File: config.mk
export PLATFORM = sky130hd
export DESIGN_NAME = bitmap_run_length_word_encoder_top
export DESIGN_NICKNAME = d
export VERILOG_FILES = /design/src/design/brle_pkg.sv /design/src/design/brle_core.sv /design/src/design/brle_rbuf.sv /design/src/design/bitmap_run_length_word_encoder_top.sv
export VERILOG_INCLUDE_DIRS = /design/src /design/src/design
export SDC_FILE = /design/constraint.sdc
export NUM_CORES = 1
export LEC_CHECK = 0
export BUFFER_PORTS_ARGS = -buffer_cell sky130_fd_sc_hd__buf_4
export CELL_PAD_IN_SITES_DETAIL_PLACEMENT = 1
export CELL_PAD_IN_SITES_GLOBAL_PLACEMENT = 2
export CORE_UTILIZATION = 49
export CTS_BUF_LIST = sky130_fd_sc_hd__clkbuf_16
export DETAILED_ROUTE_END_ITERATION = 8
export PLACE_DENSITY = 0.93
export SYNTH_ARGS = -nofsm -noshare
export SYNTH_HDL_FRONTEND = slang
export SYNTH_HIERARCHICAL = 1
export SYNTH_SLANG_ARGS = --single-unit
File: constraint.sdc
create_clock -name clk -period 21.6 [get_ports clk]
set_clock_uncertainty 0.15 [all_clocks]
set_input_delay 3.24 -clock clk [delete_from_list [all_inputs] [get_ports clk]]
set_output_delay 3.24 -clock clk [all_outputs]
set_load 0.03 [all_outputs]
File: src/design/bitmap_run_length_word_encoder_top_macros.svh
// ----------------------------------------------------------------------------
// Bitmap run-length word encoder: assertion macros
// Shared concurrent checks, all clocked on clk and held off during reset.
// ----------------------------------------------------------------------------
`ifndef BITMAP_RUN_LENGTH_WORD_ENCODER_TOP_MACROS_SVH
`define BITMAP_RUN_LENGTH_WORD_ENCODER_TOP_MACROS_SVH

// Condition must hold at every clock edge
`define BRLE_CHK_ALWAYS(label, cond, msg) \
  label: assert property (@(posedge clk) disable iff (!rst_n) (cond)) else $error(msg);

// Consequent must hold in the same cycle as the antecedent
`define BRLE_CHK_SAME(label, ante, cons, msg) \
  label: assert property (@(posedge clk) disable iff (!rst_n) (ante) |-> (cons)) \
    else $error(msg);

// Consequent must hold in the cycle after the antecedent
`define BRLE_CHK_NEXT(label, ante, cons, msg) \
  label: assert property (@(posedge clk) disable iff (!rst_n) (ante) |=> (cons)) \
    else $error(msg);

`endif

File: src/design/brle_pkg.sv
// ----------------------------------------------------------------------------
// Bitmap run-length word encoder: package
// Widths, run-kind codes and the result record shared by all modules.
// ----------------------------------------------------------------------------
package brle_pkg;

  localparam int WORD_BITS     = 32;
  localparam int RUN_BITS      = 30;
  localparam int IN_DATA_BITS  = 32;
  localparam int OUT_DATA_BITS = 64;
  localparam int OUT_USER_BITS = 1;

  localparam logic [RUN_BITS-1:0] MAX_RUN = 30'd1073741823;

  // Pending run kind
  localparam logic [1:0] KIND_NONE = 2'd0;
  localparam logic [1:0] KIND_ZERO = 2'd1;
  localparam logic [1:0] KIND_ONE  = 2'd2;

  // Result queue geometry
  localparam int RBUF_DEPTH    = 4;
  localparam int RBUF_PTR_BITS = 2;
  localparam int RBUF_CNT_BITS = 3;

  typedef struct packed {
    logic                 is_fill;
    logic                 fill_bit;
    logic [RUN_BITS-1:0]  run_words;
    logic [WORD_BITS-1:0] literal_word;
    logic                 last_of_item;
    logic                 stream_done;
  } res_t;

  // Results produced by one input word, up to two
  typedef struct packed {
    logic [1:0] cnt;
    res_t       res0;
    res_t       res1;
  } push_t;

endpackage

File: src/design/brle_core.sv
// ----------------------------------------------------------------------------
// Bitmap run-length word encoder: encode stage
// Input register, run state and the single-pass classify/flush logic.
// ----------------------------------------------------------------------------
`include "bitmap_run_length_word_encoder_top_macros.svh"

module brle_core (
  input  logic                               clk,
  input  logic                               rst_n,
  input  logic                               in_tvalid,
  output logic                               in_tready,
  input  logic [brle_pkg::IN_DATA_BITS-1:0]  in_tdata,
  input  logic                               in_tlast,
  input  logic                               room,
  output brle_pkg::push_t                    push
);
  import brle_pkg::*;

  logic                 in_valid_r, in_valid_nxt;
  logic [WORD_BITS-1:0] word_r;
  logic                 end_r;
  logic [1:0]           kind_r, kind_nxt;
  logic [RUN_BITS-1:0]  count_r, count_nxt;

  logic                 accept, proc_en;
  logic                 w_zero, w_one, is_lit, pend, extend, flush_old;
  logic                 emit_new, second_valid;
  logic [1:0]           new_kind;
  logic [RUN_BITS-1:0]  run_cnt;
  res_t                 old_res, new_res;

  // Input register handshake
  assign proc_en   = in_valid_r & room;
  assign in_tready = ~in_valid_r | room;
  assign accept    = in_tvalid & in_tready;

  always_comb begin
    in_valid_nxt = in_valid_r;
    if (accept) begin
      in_valid_nxt = 1'b1;
    end else if (proc_en) begin
      in_valid_nxt = 1'b0;
    end
  end

  // Classify word against pending run
  assign w_zero   = (word_r == '0);
  assign w_one    = &word_r;
  assign is_lit   = ~w_zero & ~w_one;
  assign new_kind = w_one ? KIND_ONE : KIND_ZERO;
  assign pend     = ((kind_r == KIND_ZERO) || (kind_r == KIND_ONE)) && (count_r != '0);
  assign extend   = pend & ~is_lit & (kind_r == new_kind);
  assign flush_old = pend & ~extend;
  assign run_cnt  = extend ? (count_r + RUN_BITS'(1)) : RUN_BITS'(1);
  assign emit_new = ~is_lit & ((run_cnt >= MAX_RUN) | end_r);
  assign second_valid = is_lit | emit_new;

  // Build the result records
  always_comb begin
    old_res              = '0;
    old_res.is_fill      = 1'b1;
    old_res.fill_bit     = (kind_r == KIND_ONE);
    old_res.run_words    = count_r;
    old_res.last_of_item = ~second_valid;
    old_res.stream_done  = ~second_valid & end_r;

    new_res              = '0;
    new_res.is_fill      = ~is_lit;
    new_res.fill_bit     = ~is_lit & w_one;
    new_res.run_words    = is_lit ? '0 : run_cnt;
    new_res.literal_word = is_lit ? word_r : '0;
    new_res.last_of_item = 1'b1;
    new_res.stream_done  = end_r;

    push      = '0;
    push.res0 = flush_old ? old_res : new_res;
    push.res1 = new_res;
    if (proc_en) begin
      push.cnt = {1'b0, flush_old} + {1'b0, second_valid};
    end
  end

  // Run state update
  always_comb begin
    kind_nxt  = kind_r;
    count_nxt = count_r;
    if (proc_en) begin
      if (second_valid) begin
        kind_nxt  = KIND_NONE;
        count_nxt = '0;
      end else begin
        kind_nxt  = new_kind;
        count_nxt = run_cnt;
      end
    end
  end

  always_ff @(posedge clk) begin
    if (!rst_n) begin
      in_valid_r <= 1'b0;
      kind_r     <= KIND_NONE;
      count_r    <= '0;
    end else begin
      in_valid_r <= in_valid_nxt;
      kind_r     <= kind_nxt;
      count_r    <= count_nxt;
    end
  end

  // Payload capture
  always_ff @(posedge clk) begin
    if (accept) begin
      word_r <= in_tdata[WORD_BITS-1:0];
      end_r  <= in_tlast;
    end
  end

  `BRLE_CHK_NEXT(a_end_clears_run, proc_en && end_r,
                 kind_r == KIND_NONE && count_r == '0, "run left pending after stream end")
  `BRLE_CHK_ALWAYS(a_run_below_max, count_r < MAX_RUN, "pending run reached maximum length")
  `BRLE_CHK_SAME(a_end_has_result, proc_en && end_r, push.cnt != 2'd0, "no result at end")

endmodule

File: src/design/brle_rbuf.sv
// ----------------------------------------------------------------------------
// Bitmap run-length word encoder: result queue
// Four-entry register queue taking up to two results a cycle, one out.
// ----------------------------------------------------------------------------
`include "bitmap_run_length_word_encoder_top_macros.svh"

module brle_rbuf (
  input  logic             clk,
  input  logic             rst_n,
  input  brle_pkg::push_t  push,
  output logic             room,
  output logic             out_valid,
  input  logic             out_ready,
  output brle_pkg::res_t   head
);
  import brle_pkg::*;

  res_t                     entry_r [RBUF_DEPTH];
  logic [RBUF_PTR_BITS-1:0] wr_ptr_r, wr_ptr_nxt;
  logic [RBUF_PTR_BITS-1:0] rd_ptr_r, rd_ptr_nxt;
  logic [RBUF_CNT_BITS-1:0] cnt_r, cnt_nxt;
  logic [RBUF_PTR_BITS-1:0] wr_ptr_p1;
  logic                     pop;

  // Room for a worst-case two-result word
  assign room      = (cnt_r <= RBUF_CNT_BITS'(RBUF_DEPTH - 2));
  assign out_valid = (cnt_r != '0);
  assign pop       = out_valid & out_ready;
  assign head      = entry_r[rd_ptr_r];
  assign wr_ptr_p1 = wr_ptr_r + RBUF_PTR_BITS'(1);

  // Pointer and fill count
  always_comb begin
    wr_ptr_nxt = wr_ptr_r + RBUF_PTR_BITS'(push.cnt);
    rd_ptr_nxt = rd_ptr_r + RBUF_PTR_BITS'(pop);
    cnt_nxt    = cnt_r + RBUF_CNT_BITS'(push.cnt) - RBUF_CNT_BITS'(pop);
  end

  always_ff @(posedge clk) begin
    if (!rst_n) begin
      wr_ptr_r <= '0;
      rd_ptr_r <= '0;
      cnt_r    <= '0;
    end else begin
      wr_ptr_r <= wr_ptr_nxt;
      rd_ptr_r <= rd_ptr_nxt;
      cnt_r    <= cnt_nxt;
    end
  end

  // Entry writes
  always_ff @(posedge clk) begin
    if (push.cnt != 2'd0) begin
      entry_r[wr_ptr_r] <= push.res0;
    end
    if (push.cnt == 2'd2) begin
      entry_r[wr_ptr_p1] <= push.res1;
    end
  end

  `BRLE_CHK_ALWAYS(a_cnt_in_range, cnt_r <= RBUF_CNT_BITS'(RBUF_DEPTH), "result queue overfilled")
  `BRLE_CHK_SAME(a_push_has_room, push.cnt != 2'd0, room, "results pushed without room")

endmodule

File: src/design/bitmap_run_length_word_encoder_top.sv
// ----------------------------------------------------------------------------
// Bitmap run-length word encoder: top level
// Encodes bitmap words into fill (run) and literal results.
//
//   Channel   Ports                         Contents
//   input     in_tvalid/tready/tdata/tlast  data_word; stream_end on tlast
//   result    out_tvalid/tready/tdata/      fill_bit, run_words, literal_word,
//             tuser/tlast                   last_of_item; is_fill; stream_done
//
// One word per cycle while the result queue has room; a request's first result
// reaches the output through the input register, then the result queue. A word
// that yields two results leaves the queue as two output transfers. in_tready
// drops while the input register is full and three or more results are queued.
// rst_n is synchronous: clears the run state and empties both stages.
// Output stalls back up through the four-entry result queue to in_tready.
// ----------------------------------------------------------------------------
module bitmap_run_length_word_encoder_top (
  input  logic                                clk,
  input  logic                                rst_n,
  input  logic                                in_tvalid,
  output logic                                in_tready,
  input  logic [brle_pkg::IN_DATA_BITS-1:0]   in_tdata,   // [31:0] data_word
  input  logic                                in_tlast,   // stream_end
  output logic                                out_tvalid,
  input  logic                                out_tready,
  output logic [brle_pkg::OUT_DATA_BITS-1:0]  out_tdata,  // [0] fill_bit, [30:1] run_words,
                                                          // [62:31] literal_word,
                                                          // [63] last_of_item
  output logic [brle_pkg::OUT_USER_BITS-1:0]  out_tuser,  // [0] is_fill
  output logic                                out_tlast   // stream_done
);
  import brle_pkg::*;

  push_t push;
  logic  room;
  res_t  head;

  brle_core u_core (
    .clk       (clk),
    .rst_n     (rst_n),
    .in_tvalid (in_tvalid),
    .in_tready (in_tready),
    .in_tdata  (in_tdata),
    .in_tlast  (in_tlast),
    .room      (room),
    .push      (push)
  );

  brle_rbuf u_rbuf (
    .clk       (clk),
    .rst_n     (rst_n),
    .push      (push),
    .room      (room),
    .out_valid (out_tvalid),
    .out_ready (out_tready),
    .head      (head)
  );

  // Output packing
  assign out_tdata = {head.last_of_item, head.literal_word, head.run_words, head.fill_bit};
  assign out_tuser = head.is_fill;
  assign out_tlast = head.stream_done;

endmodule
Word level (Yosys, flattened, before mapping) --
Memory sizes are Yosys's and may differ from the RTL's. A register that Yosys moved wholly into a read port is not among the register bits. Cells that the tools add are included.
Word-level totals: bits in registers 73, memory bits (writable) 264, bits of input ports 37, output and inout port bits 68, memories kept 1
Memories:
- u_rbuf.entry_r | depth 4, width 66, rd ports 1, clocked after memory_dff 1, wr ports 2, RTL line brle_rbuf.sv:18 | res_t entry_r [RBUF_DEPTH];
Cells by class: add/subtract/negate cells 7, order comparisons 2, eq/ne operators 4, mux-type cells 15, bitwise gates (word level) 19, reduce and logical (&&, ||, !) cells 8
Operators by type and width (count):
- two-way mux 30 bit | 3
- two-way mux 66 bit | 1
- zero test 32 bit | 1
- two-way mux 32 bit | 1
- AND reduction 32 bit | 1
- adder 30 x 1 -> 30 bit (second input constant) | 1
- >= comparator 30 bit (second input constant) | 1
- nonzero test 30 bit | 1
- bitwise AND 1 bit | 10
- two-way mux 2 bit | 4
- two-way mux 1 bit | 6
- NOT 1 bit | 6
- equality test 2 bit (second input constant) | 2
- nonzero test 2 bit | 2
- adder 3 x 2 -> 3 bit | 1
- less-or-equal comparator 3 x 2 -> 1 bit (second input constant) | 1
- OR 1 bit | 3
- nonzero test 3 bit | 1
- subtractor 3 x 1 -> 3 bit | 1
- adder 1 x 1 -> 2 bit | 1
- adder 2 x 1 -> 2 bit | 1
- adder 2 x 1 -> 2 bit (second input constant) | 1
- adder 2 bit | 1
- equality test 2 x 1 -> 1 bit (second input constant) | 1
- 3 further kinds | 3

Depth between registers and ports, before layout --
Gate-level depths: netlist of the first run.
depth in word-level cells 16, gate-level depth with buffers 17, mapped depth without buffers 15

Hierarchy --
Netlist of the first run, hierarchy kept.
By module, submodules not included:
- brle_rbuf | times used 1, cells an instance 686, area an instance 13490.4 µm²
- brle_core | times used 1, cells an instance 493, area an instance 4316.6 µm²

Worst setup path after synthesis of the first run --
Ideal clock, no wire load.
path type register to register, from register u_core.count_r[1], to memory u_rbuf/entry_r[2][0] in the netlist's numbering, enable pin, library setup time 0.512 ns, data arrival time 6.523 ns, required time 20.938 ns, path slack 14.415 ns, cell stages (with the launch flop) 15, path buffers 2, clock period less this slack 7.185 ns, cells stage by stage dfxtp_1 > ha_1 > buf_2 > and4_1 > buf_4 > nand3_2 > or4_1 > and2_1 > nor4_1 > nand4_1 > nand2_1 > ha_1 > and3_1 > or3b_2 > a21oi_1
RTL lines:
- start: declaration | RTL line brle_core.sv:23 | logic [RUN_BITS-1:0] count_r, count_nxt;
- start signal: assignment | RTL line brle_core.sv:106 | count_r <= count_nxt;
- end: declaration | RTL line brle_rbuf.sv:18

==> qor.csv, run 1 <==
stage;metric;value;unit
status;status;finished, violations left;
status;failing_checks;DRC;
synth;postSynthNetCount;1224;
worst_setup_path;reg2reg_slack;15.69;ns
synth;fraction_of_synthesis_flops_using_an_asynchronous_set_or_reset_pin;0;%
power_and_ir_drop;switching_power;516;µW
grt;number_of_antenna_violations_at_the_first_check_in_global_routing;0;
worst_setup_path;start_kind;flop;
sta;maxClockFrequency;157;MHz
synth;post_synth_num_cell_types;66;
sta;hold_slack;0.332;ns
clock_network;htree_levels;2;
floorplanning;core;35700;µm²
power_and_ir_drop;combPwrFrac;20.4;%
synth;post_synth.cell_area_avg;15.1;µm²
layout;final_cell_area;20100;µm²
grt;grt_use_total;25.1;%
synth;synth_seq_cells;337;
detailed_routing;drtPass1Iterations;7;
worst_setup_path;timing.critical_path.fanout_max;39;
floorplanning;std_cell_rows;69;
power_and_ir_drop;p_seq_share;42.7;%
synth;synth_top_family_by_area;multiplexers;
hold_path;timing.hold.worst.class;flop to flop;
synth;number_of_enable_type_register_cells_in_the_synthesized_netlist;297;
sta;min_period_over_period;29.4;%
clock_network;tritoncts;done;
floorplanning;die_w;193;µm
grt;global_route.overflow_total;0;
layout;nNetsFinal;1292;
synth;synth_compound_area_share;3.83;%
power_and_ir_drop;power.static_leakage;0.00709;µW
sta;setup_viol_count_final;0;
placement;placed_area;18800;µm²
power_and_ir_drop;vdd_drop_max;0.0501;mV
clock_network;tritoncts_num_sinks;337;
power_and_ir_drop;power.internal;1340;µW
clock_network;clk_latency;0.54;ns
worst_setup_path;critPathKind;flop to output port;
detailed_routing;via_density;6.18;
floorplanning;floorplan.initialDensity;49.9;%
clock_network;cts_repair_resize_count;0;
clock_network;clkTransAtPathRegs;0.06;ns
floorplanning;die-area;37100;µm²
power_and_ir_drop;power.density;92.3;nW/µm²
worst_setup_path;cp-end-kind;output port;
synth;mux_cell_area_share_after_synthesis;27.0;%
synth;area_share_of_xor_xnor_cells_in_the_synthesized_design;1.63;%
clock_network;postCtsSetupBuffers;0;
worst_setup_path;critPathRequiredTime;18.21;ns
sta;tns;0;ns
placement;gp_congestion;0.874;
clock_network;tritoncts.num_buffers;39;
worst_setup_path;critical_path_arrival;2.96;ns
grt;wire_length_of_the_first_global_routing_pass;69600;µm
synth;synth_flop_type;sky130_fd_sc_hd__edfxtp_1;
sta;worstMarginPinSlew;1.15;ns
detailed_routing;vias;10738;
grt;grt_pass1_vias;11457;
sta;report.final.slew_viol_count;0;
layout;final_layout_size_suffix_gt1_share;41.5;%
run;drv.max_cap_violation_count;0;
placement;place_hpwl;27700;µm
power_and_ir_drop;power.share.switching;27.8;%
clock_network;cts-root-buf;sky130_fd_sc_hd__clkbuf_16;
detailed_routing;routed_wire_length_per_instance;26.4;µm
detailed_routing;drtAntennaViolNets;0;
layout;fillerInstances;3331;
sta;timing.final.hold_violations;0;
clock_network;hold_fix_buffers_cts;0;
synth;synth.yosys.seq_area_share;54.6;%
grt;grt_max_degree;69;
synth;post_synth_instance_area;17800;µm²
layout;synthToLayoutAreaGrowth;13.0;%
sta;rsz0062_at_grt;no;
sta;period_needed;6.35;ns
sta;max-slew-margin-rel;23.4;%
clock_network;cts_buffer_depth;3;
floorplanning;io_pins;105;
synth;simple_gate_share_of_the_synthesized_area;8.65;%
synth;share_of_synthesized_cell_area_in_full_adder_half_adder_and_majority_cells;0.604;%
detailed_routing;drt-total-wl;46000;µm
floorplanning;die_height;193;µm
placement;port_buffers;104;
detailed_routing;drt_first_iter_violations;729;
power_and_ir_drop;clock_power_share;36.9;%
synth;post_syn_instances;1179;
detailed_routing;detail_route.drc_violations;20;
synth;yosysWarningCount;6;
## path summary, 6_finish.rpt
path	cells past startpoint	end	start
setup / recovery	3	out_tdata[23]	u_rbuf/rd_ptr_r[0]
hold / removal	2	u_core/kind_r[0]	u_core/kind_r[0]
setup reg to reg	13	u_rbuf/entry_r[2][3]	u_core/count_r[0]
hold reg to reg	2	u_core/kind_r[0]	u_core/kind_r[0]
## power groups by stage
stage	Combinational [µW]	Clock [µW]	Sequential, µW
floorplan	279	0	777
global placement	373	0	804
detailed placement	381	0	807
CTS	384	699	795
global route	401	721	799
finish	379	686	793
## synthesized netlist by cell type (3+ instances only)
master	number	area [µm²]
sky130_fd_sc_hd__nor2b_1	6	37.5
sky130_fd_sc_hd__nor3_1	7	35.0
sky130_fd_sc_hd__buf_2	27	135
sky130_fd_sc_hd__mux2_4	80	1200
sky130_fd_sc_hd__o21ai_0	7	35.0
sky130_fd_sc_hd__and2_1	42	263
sky130_fd_sc_hd__or4_1	4	30.0
sky130_fd_sc_hd__buf_4	14	105
sky130_fd_sc_hd__nor4_1	22	138
sky130_fd_sc_hd__mux2i_1	4	40.0
sky130_fd_sc_hd__a22o_1	27	236
sky130_fd_sc_hd__nand4_1	30	188
sky130_fd_sc_hd__o31ai_1	4	30.0
sky130_fd_sc_hd__and4_1	3	26.3
sky130_fd_sc_hd__inv_1	16	60.1
sky130_fd_sc_hd__a21oi_1	9	45.0
sky130_fd_sc_hd__mux4_2	66	1490
sky130_fd_sc_hd__buf_6	17	191
sky130_fd_sc_hd__and3_1	38	238
sky130_fd_sc_hd__mux2_2	180	2030
sky130_fd_sc_hd__nand2b_1	5	31.3
sky130_fd_sc_hd__nor2_1	44	165
sky130_fd_sc_hd__or2_2	3	18.8
sky130_fd_sc_hd__edfxtp_1	297	8920
sky130_fd_sc_hd__or3_1	6	37.5
sky130_fd_sc_hd__clkbuf_1	34	128
sky130_fd_sc_hd__xor2_1	10	87.6
sky130_fd_sc_hd__dfxtp_1	40	801
sky130_fd_sc_hd__nand2_1	30	113
sky130_fd_sc_hd__mux2_1	5	56.3
sky130_fd_sc_hd__a21o_1	25	188
sky130_fd_sc_hd__ha_1	7	87.6
sky130_fd_sc_hd__xnor2_1	18	158
sky130_fd_sc_hd__nand3_1	9	45.0
## metal layers
layer	global-route usage, %	vias to the layer above	part of all wire [%]	wire, µm
li1	-	4751	-	-
met1	32.9	5622	43	19800
met2	42.4	291	49	22700
met3	3.80	74	4.8	2220
met4	8.48	0	2.7	1250
met5	0	-	0	0
## registers in the layout, summed over array words and instances, names as in the netlist
signal             count
u_core/end_r           1
u_rbuf/rd_ptr_r        2
u_rbuf/cnt_r           3
u_core/word_r         32
u_rbuf/entry_r       264
u_core/kind_r          2
u_core/count_r        30
u_rbuf/wr_ptr_r        2
u_core/in_valid_r      1
## critical path, stage by stage, from the launching register on
cell and delay, ns:
sky130_fd_sc_hd__dfxtp_4 0.79, sky130_fd_sc_hd__buf_4 0.80, sky130_fd_sc_hd__mux4_2 0.61, sky130_fd_sc_hd__buf_4 0.18
## stage by stage
step           util, %  setup slack, ns  power, µW  instances
6_report          56.4            15.25       1860       1738
5_1_grt           56.4            14.99       1920       1737
4_1_cts           56.4            15.11       1880       1737
3_5_place_dp      52.7            15.70       1190       1667
3_3_place_gp      52.7            15.74       1180       1667
2_1_floorplan        -            14.42       1060       1179
## final cells by class
type	instances	area [µm²]	share of cell area (%)
timing repair buffer	122	916	4.55
inverter	16	60.1	0.298
multi-input combinational	731	7510	37.3
tap	461	577	2.87
sequential	337	9730	48.3
clock buffer	40	1000	4.97
antenna	1	2.50	0.0124
clock inverter	30	333	1.65
## layout by cell type, fill, tap and decap left out, types with 3 or more instances in the layout
cell and count:
sky130_fd_sc_hd__inv_1 19, sky130_fd_sc_hd__mux2_1 5, sky130_fd_sc_hd__and4_1 3, sky130_fd_sc_hd__a21oi_1 7, sky130_fd_sc_hd__clkbuf_16 40, sky130_fd_sc_hd__mux2_2 180
sky130_fd_sc_hd__or2_2 3, sky130_fd_sc_hd__nor2_1 42, sky130_fd_sc_hd__nor3_1 7, sky130_fd_sc_hd__xor2_1 10, sky130_fd_sc_hd__mux2_4 80, sky130_fd_sc_hd__nand2b_1 5
sky130_fd_sc_hd__nor4_1 22, sky130_fd_sc_hd__nor2b_1 4, sky130_fd_sc_hd__clkinv_1 6, sky130_fd_sc_hd__dfxtp_1 38, sky130_fd_sc_hd__mux2i_1 4, sky130_fd_sc_hd__edfxtp_1 297
sky130_fd_sc_hd__o31ai_1 4, sky130_fd_sc_hd__ha_1 7, sky130_fd_sc_hd__or3_1 6, sky130_fd_sc_hd__mux4_2 66, sky130_fd_sc_hd__and3_1 38, sky130_fd_sc_hd__clkinv_2 11
sky130_fd_sc_hd__a22o_1 27, sky130_fd_sc_hd__o21ai_0 7, sky130_fd_sc_hd__buf_4 122, sky130_fd_sc_hd__or4_1 4, sky130_fd_sc_hd__nand2_1 30, sky130_fd_sc_hd__and2_1 42
sky130_fd_sc_hd__bufinv_16 7, sky130_fd_sc_hd__xnor2_1 18, sky130_fd_sc_hd__a21o_1 25, sky130_fd_sc_hd__nand3_1 9, sky130_fd_sc_hd__nand4_1 30
## kinds of logic after synthesis
| logic type | after synthesis |
|---|---|
| DFF | 337 |
| AOI/OAI and AO/OA | 90 |
| other | 1 |
| buffers and inverters | 111 |
| adders and majority gates | 8 |
| muxes | 335 |
| and+or+nand+nor | 267 |
| xor gates and xnor gates | 30 |
No activity file was read; power rests on OpenSTA's default activity.
==> inputs of run 2 (changes only) <==
CORE_UTILIZATION = 45   (was 49)
PLACE_DENSITY = 0.87   (was 0.93)
clock period = 6.35 ns   (was 21.6 ns; I/O delays follow)
==> run 2 against run 1 <==
Core utilization is 4.7 points lower; critical path type is now flop to flop; combinational power grew to 3.5 times the previous value; global-route usage is 3.3 points lower; worst hold slack worse by 0.017 ns; largest power group unchanged; worst setup slack worse by 14 ns; register-to-register slack worse by 15 ns; the run now ends clean; final area is 0.22% lower; first-iteration DRC count is 5.1% lower; flip-flop and latch count stayed put; critical path depth is 10 higher; final cell count is 3.3% higher.
==> qor.csv, run 2 (synthesis gave the netlist of run 1 again) <==
stage;metric;value;unit;change
power_and_ir_drop;p_total;6020;µW;+220%
clock_network;clk_latency;0.54;ns;about the same
power_and_ir_drop;clock_power_share;33.6;%;-3.3 points
floorplanning;std_cell_rows;72;;+4.3%
run;drv.max_cap_violation_count;0;;unchanged
status;status;finished, final reports clean;;
worst_setup_path;max_stage_delay;0.74;ns;-0.06 ns
layout;number_of_flip_flops_under_the_largest_register_name;264;;unchanged
detailed_routing;via_density;5.90;;-4.5%
power_and_ir_drop;combPwrFrac;21.7;%;+1.3 points
clock_network;tritoncts_num_sinks;337;;unchanged
power_and_ir_drop;power.density;300;nW/µm²;+230%
grt;global_route.overflow_total;0;;unchanged
grt;grt_util_met2;36.1;%;-6.3 points
placement;place_hpwl;26900;µm;-2.9%
worst_setup_path;critPathMostFrequentCell;sky130_fd_sc_hd__ha_1;;
sta;worstMarginPinSlew;1.15;ns;+0.00841 ns
grt;grt_use_total;21.8;%;-3.3 points
grt;grt_max_degree;69;;unchanged
clock_network;tritoncts;done;;
layout;final_layout_size_suffix_gt1_share;40.9;%;-0.66 points
layout;largest_registers_ranked_by_flip_flop_count;u_rbuf/entry_r x264, u_core/word_r x32, u_core/count_r x30;;
power_and_ir_drop;power.static_leakage;0.00703;µW;-0.86%
sta;rsz0062_at_grt;no;;
detailed_routing;drtAntennaViolNets;0;;unchanged
power_and_ir_drop;switching_power;1750;µW;+240%
floorplanning;die_w;201;µm;+4.3%
layout;final_cell_area;20100;µm²;-0.22%
hold_path;hold_path_depth;2;;unchanged
worst_setup_path;start_kind;flop;;
layout;nNetsFinal;1297;;+0.39%
floorplanning;die_height;201;µm;+4.3%
power_and_ir_drop;vdd_drop_max;0.141;mV;+180%
clock_network;cts_repair_resize_count;0;;unchanged
grt;grt_pass1_vias;11383;;-0.65%
placement;port_buffers;104;;unchanged
worst_setup_path;critPathRequiredTime;6.49;ns;-11.72 ns
grt;grtUsageMet1;29.9;%;-3.0 points
clock_network;tritoncts.num_buffers;37;;-5.1%
detailed_routing;detail_route.drc_violations;0;;-100%
sta;max-slew-margin-rel;23.0;%;-0.38 points
detailed_routing;drt_first_iter_violations;692;;-5.1%
clock_network;postCtsSetupBuffers;0;;unchanged
worst_setup_path;critical_path_arrival;5.52;ns;+2.56 ns
sta;period_needed;5.39;ns;
worst_setup_path;timing.critical_path.fanout_max;42;;+7.7%
layout;most-common-layout-cells;297 x sky130_fd_sc_hd__edfxtp_1, 180 x sky130_fd_sc_hd__mux2_2, 125 x sky130_fd_sc_hd__buf_4, 80 x sky130_fd_sc_hd__mux2_4, 66 x sky130_fd_sc_hd__mux4_2;;
power_and_ir_drop;power.share.switching;29.0;%;+1.2 points
clock_network;hold_fix_buffers_cts;0;;unchanged
worst_setup_path;r2r.worst_path.cells;13;;unchanged
detailed_routing;routed_wire_length_per_instance;24.5;µm;-7.5%
sta;min_period_over_period;84.8;%;
layout;final_core_utilization;51.7;%;-4.7 points
detailed_routing;drtPass1Iterations;4;;-3
placement;gp_congestion;0.867;;-0.76%
hold_path;timing.hold.worst.class;flop to flop;;
detailed_routing;vias;10592;;-1.4%
worst_setup_path;crit_path_cell_trace;ha_1 -> and4_1 -> nand3_2 -> or4_1 -> and2_1 -> nor4_1 -> nand4_1 -> nand2_1 -> ha_1 -> and3_1 -> and4bb_4 -> buf_12 -> mux2_4;;
power_and_ir_drop;power.internal;4280;µW;+220%
grt;busiest_layer;met2;;
sta;tns;0;ns;unchanged
placement;placed_area;19000;µm²;+0.93%
worst_setup_path;critPathKind;flop to flop;;
grt;grt.met3_usage;2.91;%;-0.89 points
clock_network;cts_buffer_depth;3;;unchanged
detailed_routing;drt-total-wl;43900;µm;-4.5%
clock_network;htree_levels;2;;unchanged
worst_setup_path;worst_path_max_delay_cell;sky130_fd_sc_hd__and4bb_4;;
sta;maxClockFrequency;186;MHz;
sta;timing.final.hold_violations;0;;unchanged
floorplanning;floorplan.initialDensity;45.9;%;-4.1 points
grt;wire_length_of_the_first_global_routing_pass;68500;µm;-1.6%
layout;antenna_cells;0;;-1
clock_network;cts-root-buf;sky130_fd_sc_hd__clkbuf_16;;
layout;layout_commonest_cell;sky130_fd_sc_hd__edfxtp_1;;
layout;registers.top_by_ff_count;u_rbuf/entry_r;;
sta;setup_viol_count_final;0;;unchanged
sta;report.final.slew_viol_count;0;;unchanged
floorplanning;io_pins;105;;unchanged
power_and_ir_drop;p_seq_share;44.6;%;+1.9 points
grt;number_of_antenna_violations_at_the_first_check_in_global_routing;0;;unchanged
layout;synthToLayoutAreaGrowth;12.7;%;
clock_network;clkTransAtPathRegs;0.06;ns;about the same
worst_setup_path;cp-end-kind;flop;;
floorplanning;die-area;40400;µm²;+8.8%
floorplanning;core;38800;µm²;+8.9%
-- run 2: metal layers --
metal,part of all wire [%],wire length (µm)
met1,46,20000
met2,48,21100
met3,3.7,1610
met4,2.6,1130
met5,0,0
-- run 2: cell type report --
type	instances	area, µm²
flip-flops and latches	337	9730
clock inverters	27	191
multi-input cells	731	7510
clock buffers	37	926
fillers	3705	18800
inverters	16	60.1
well taps	518	648
repair buffers	129	1020
-- run 2: final timing paths --
check / to / slack (ns) / start
worst max register to register: u_rbuf/entry_r[2][48] / 0.96 / u_core/count_r[0]
worst min-delay path: u_core/kind_r[0] / 0.32 / u_core/kind_r[0]
worst min register to register: u_core/kind_r[0] / 0.32 / u_core/kind_r[0]
worst max-delay path: u_rbuf/entry_r[2][48] / 0.96 / u_core/count_r[0]
-- run 2: per-stage QoR --
step | setup WS [ns] | hold WS [ns] | cells
floorplan | 0.636 | 0.275 | 1179
global placement | 1.20 | 0.288 | 1731
detailed placement | 1.00 | 0.300 | 1731
CTS | 1.01 | 0.316 | 1795
global route | 0.681 | 0.341 | 1795
finish | 0.965 | 0.315 | 1795
-- run 2: power by group through the flow --
stage / sequential, µW / clock, µW / combinational, µW
6_report: 2690 / 2030 / 1310
5_1_grt: 2710 / 2130 / 1380
4_1_cts: 2700 / 2070 / 1330
3_5_place_dp: 2740 / 0 / 1320
3_3_place_gp: 2730 / 0 / 1300
2_1_floorplan: 2630 / 0 / 950
-- run 2: worst max-delay path, delay by kind of cell (launching register included) --
family | cells | cell delay, ns
adder cells (fa/ha/maj) | 2 | 0.65
AND/OR/NAND/NOR | 9 | 3.02
multiplexers | 1 | 0.34
flip-flops | 1 | 0.50
buffers and inverters | 1 | 0.40
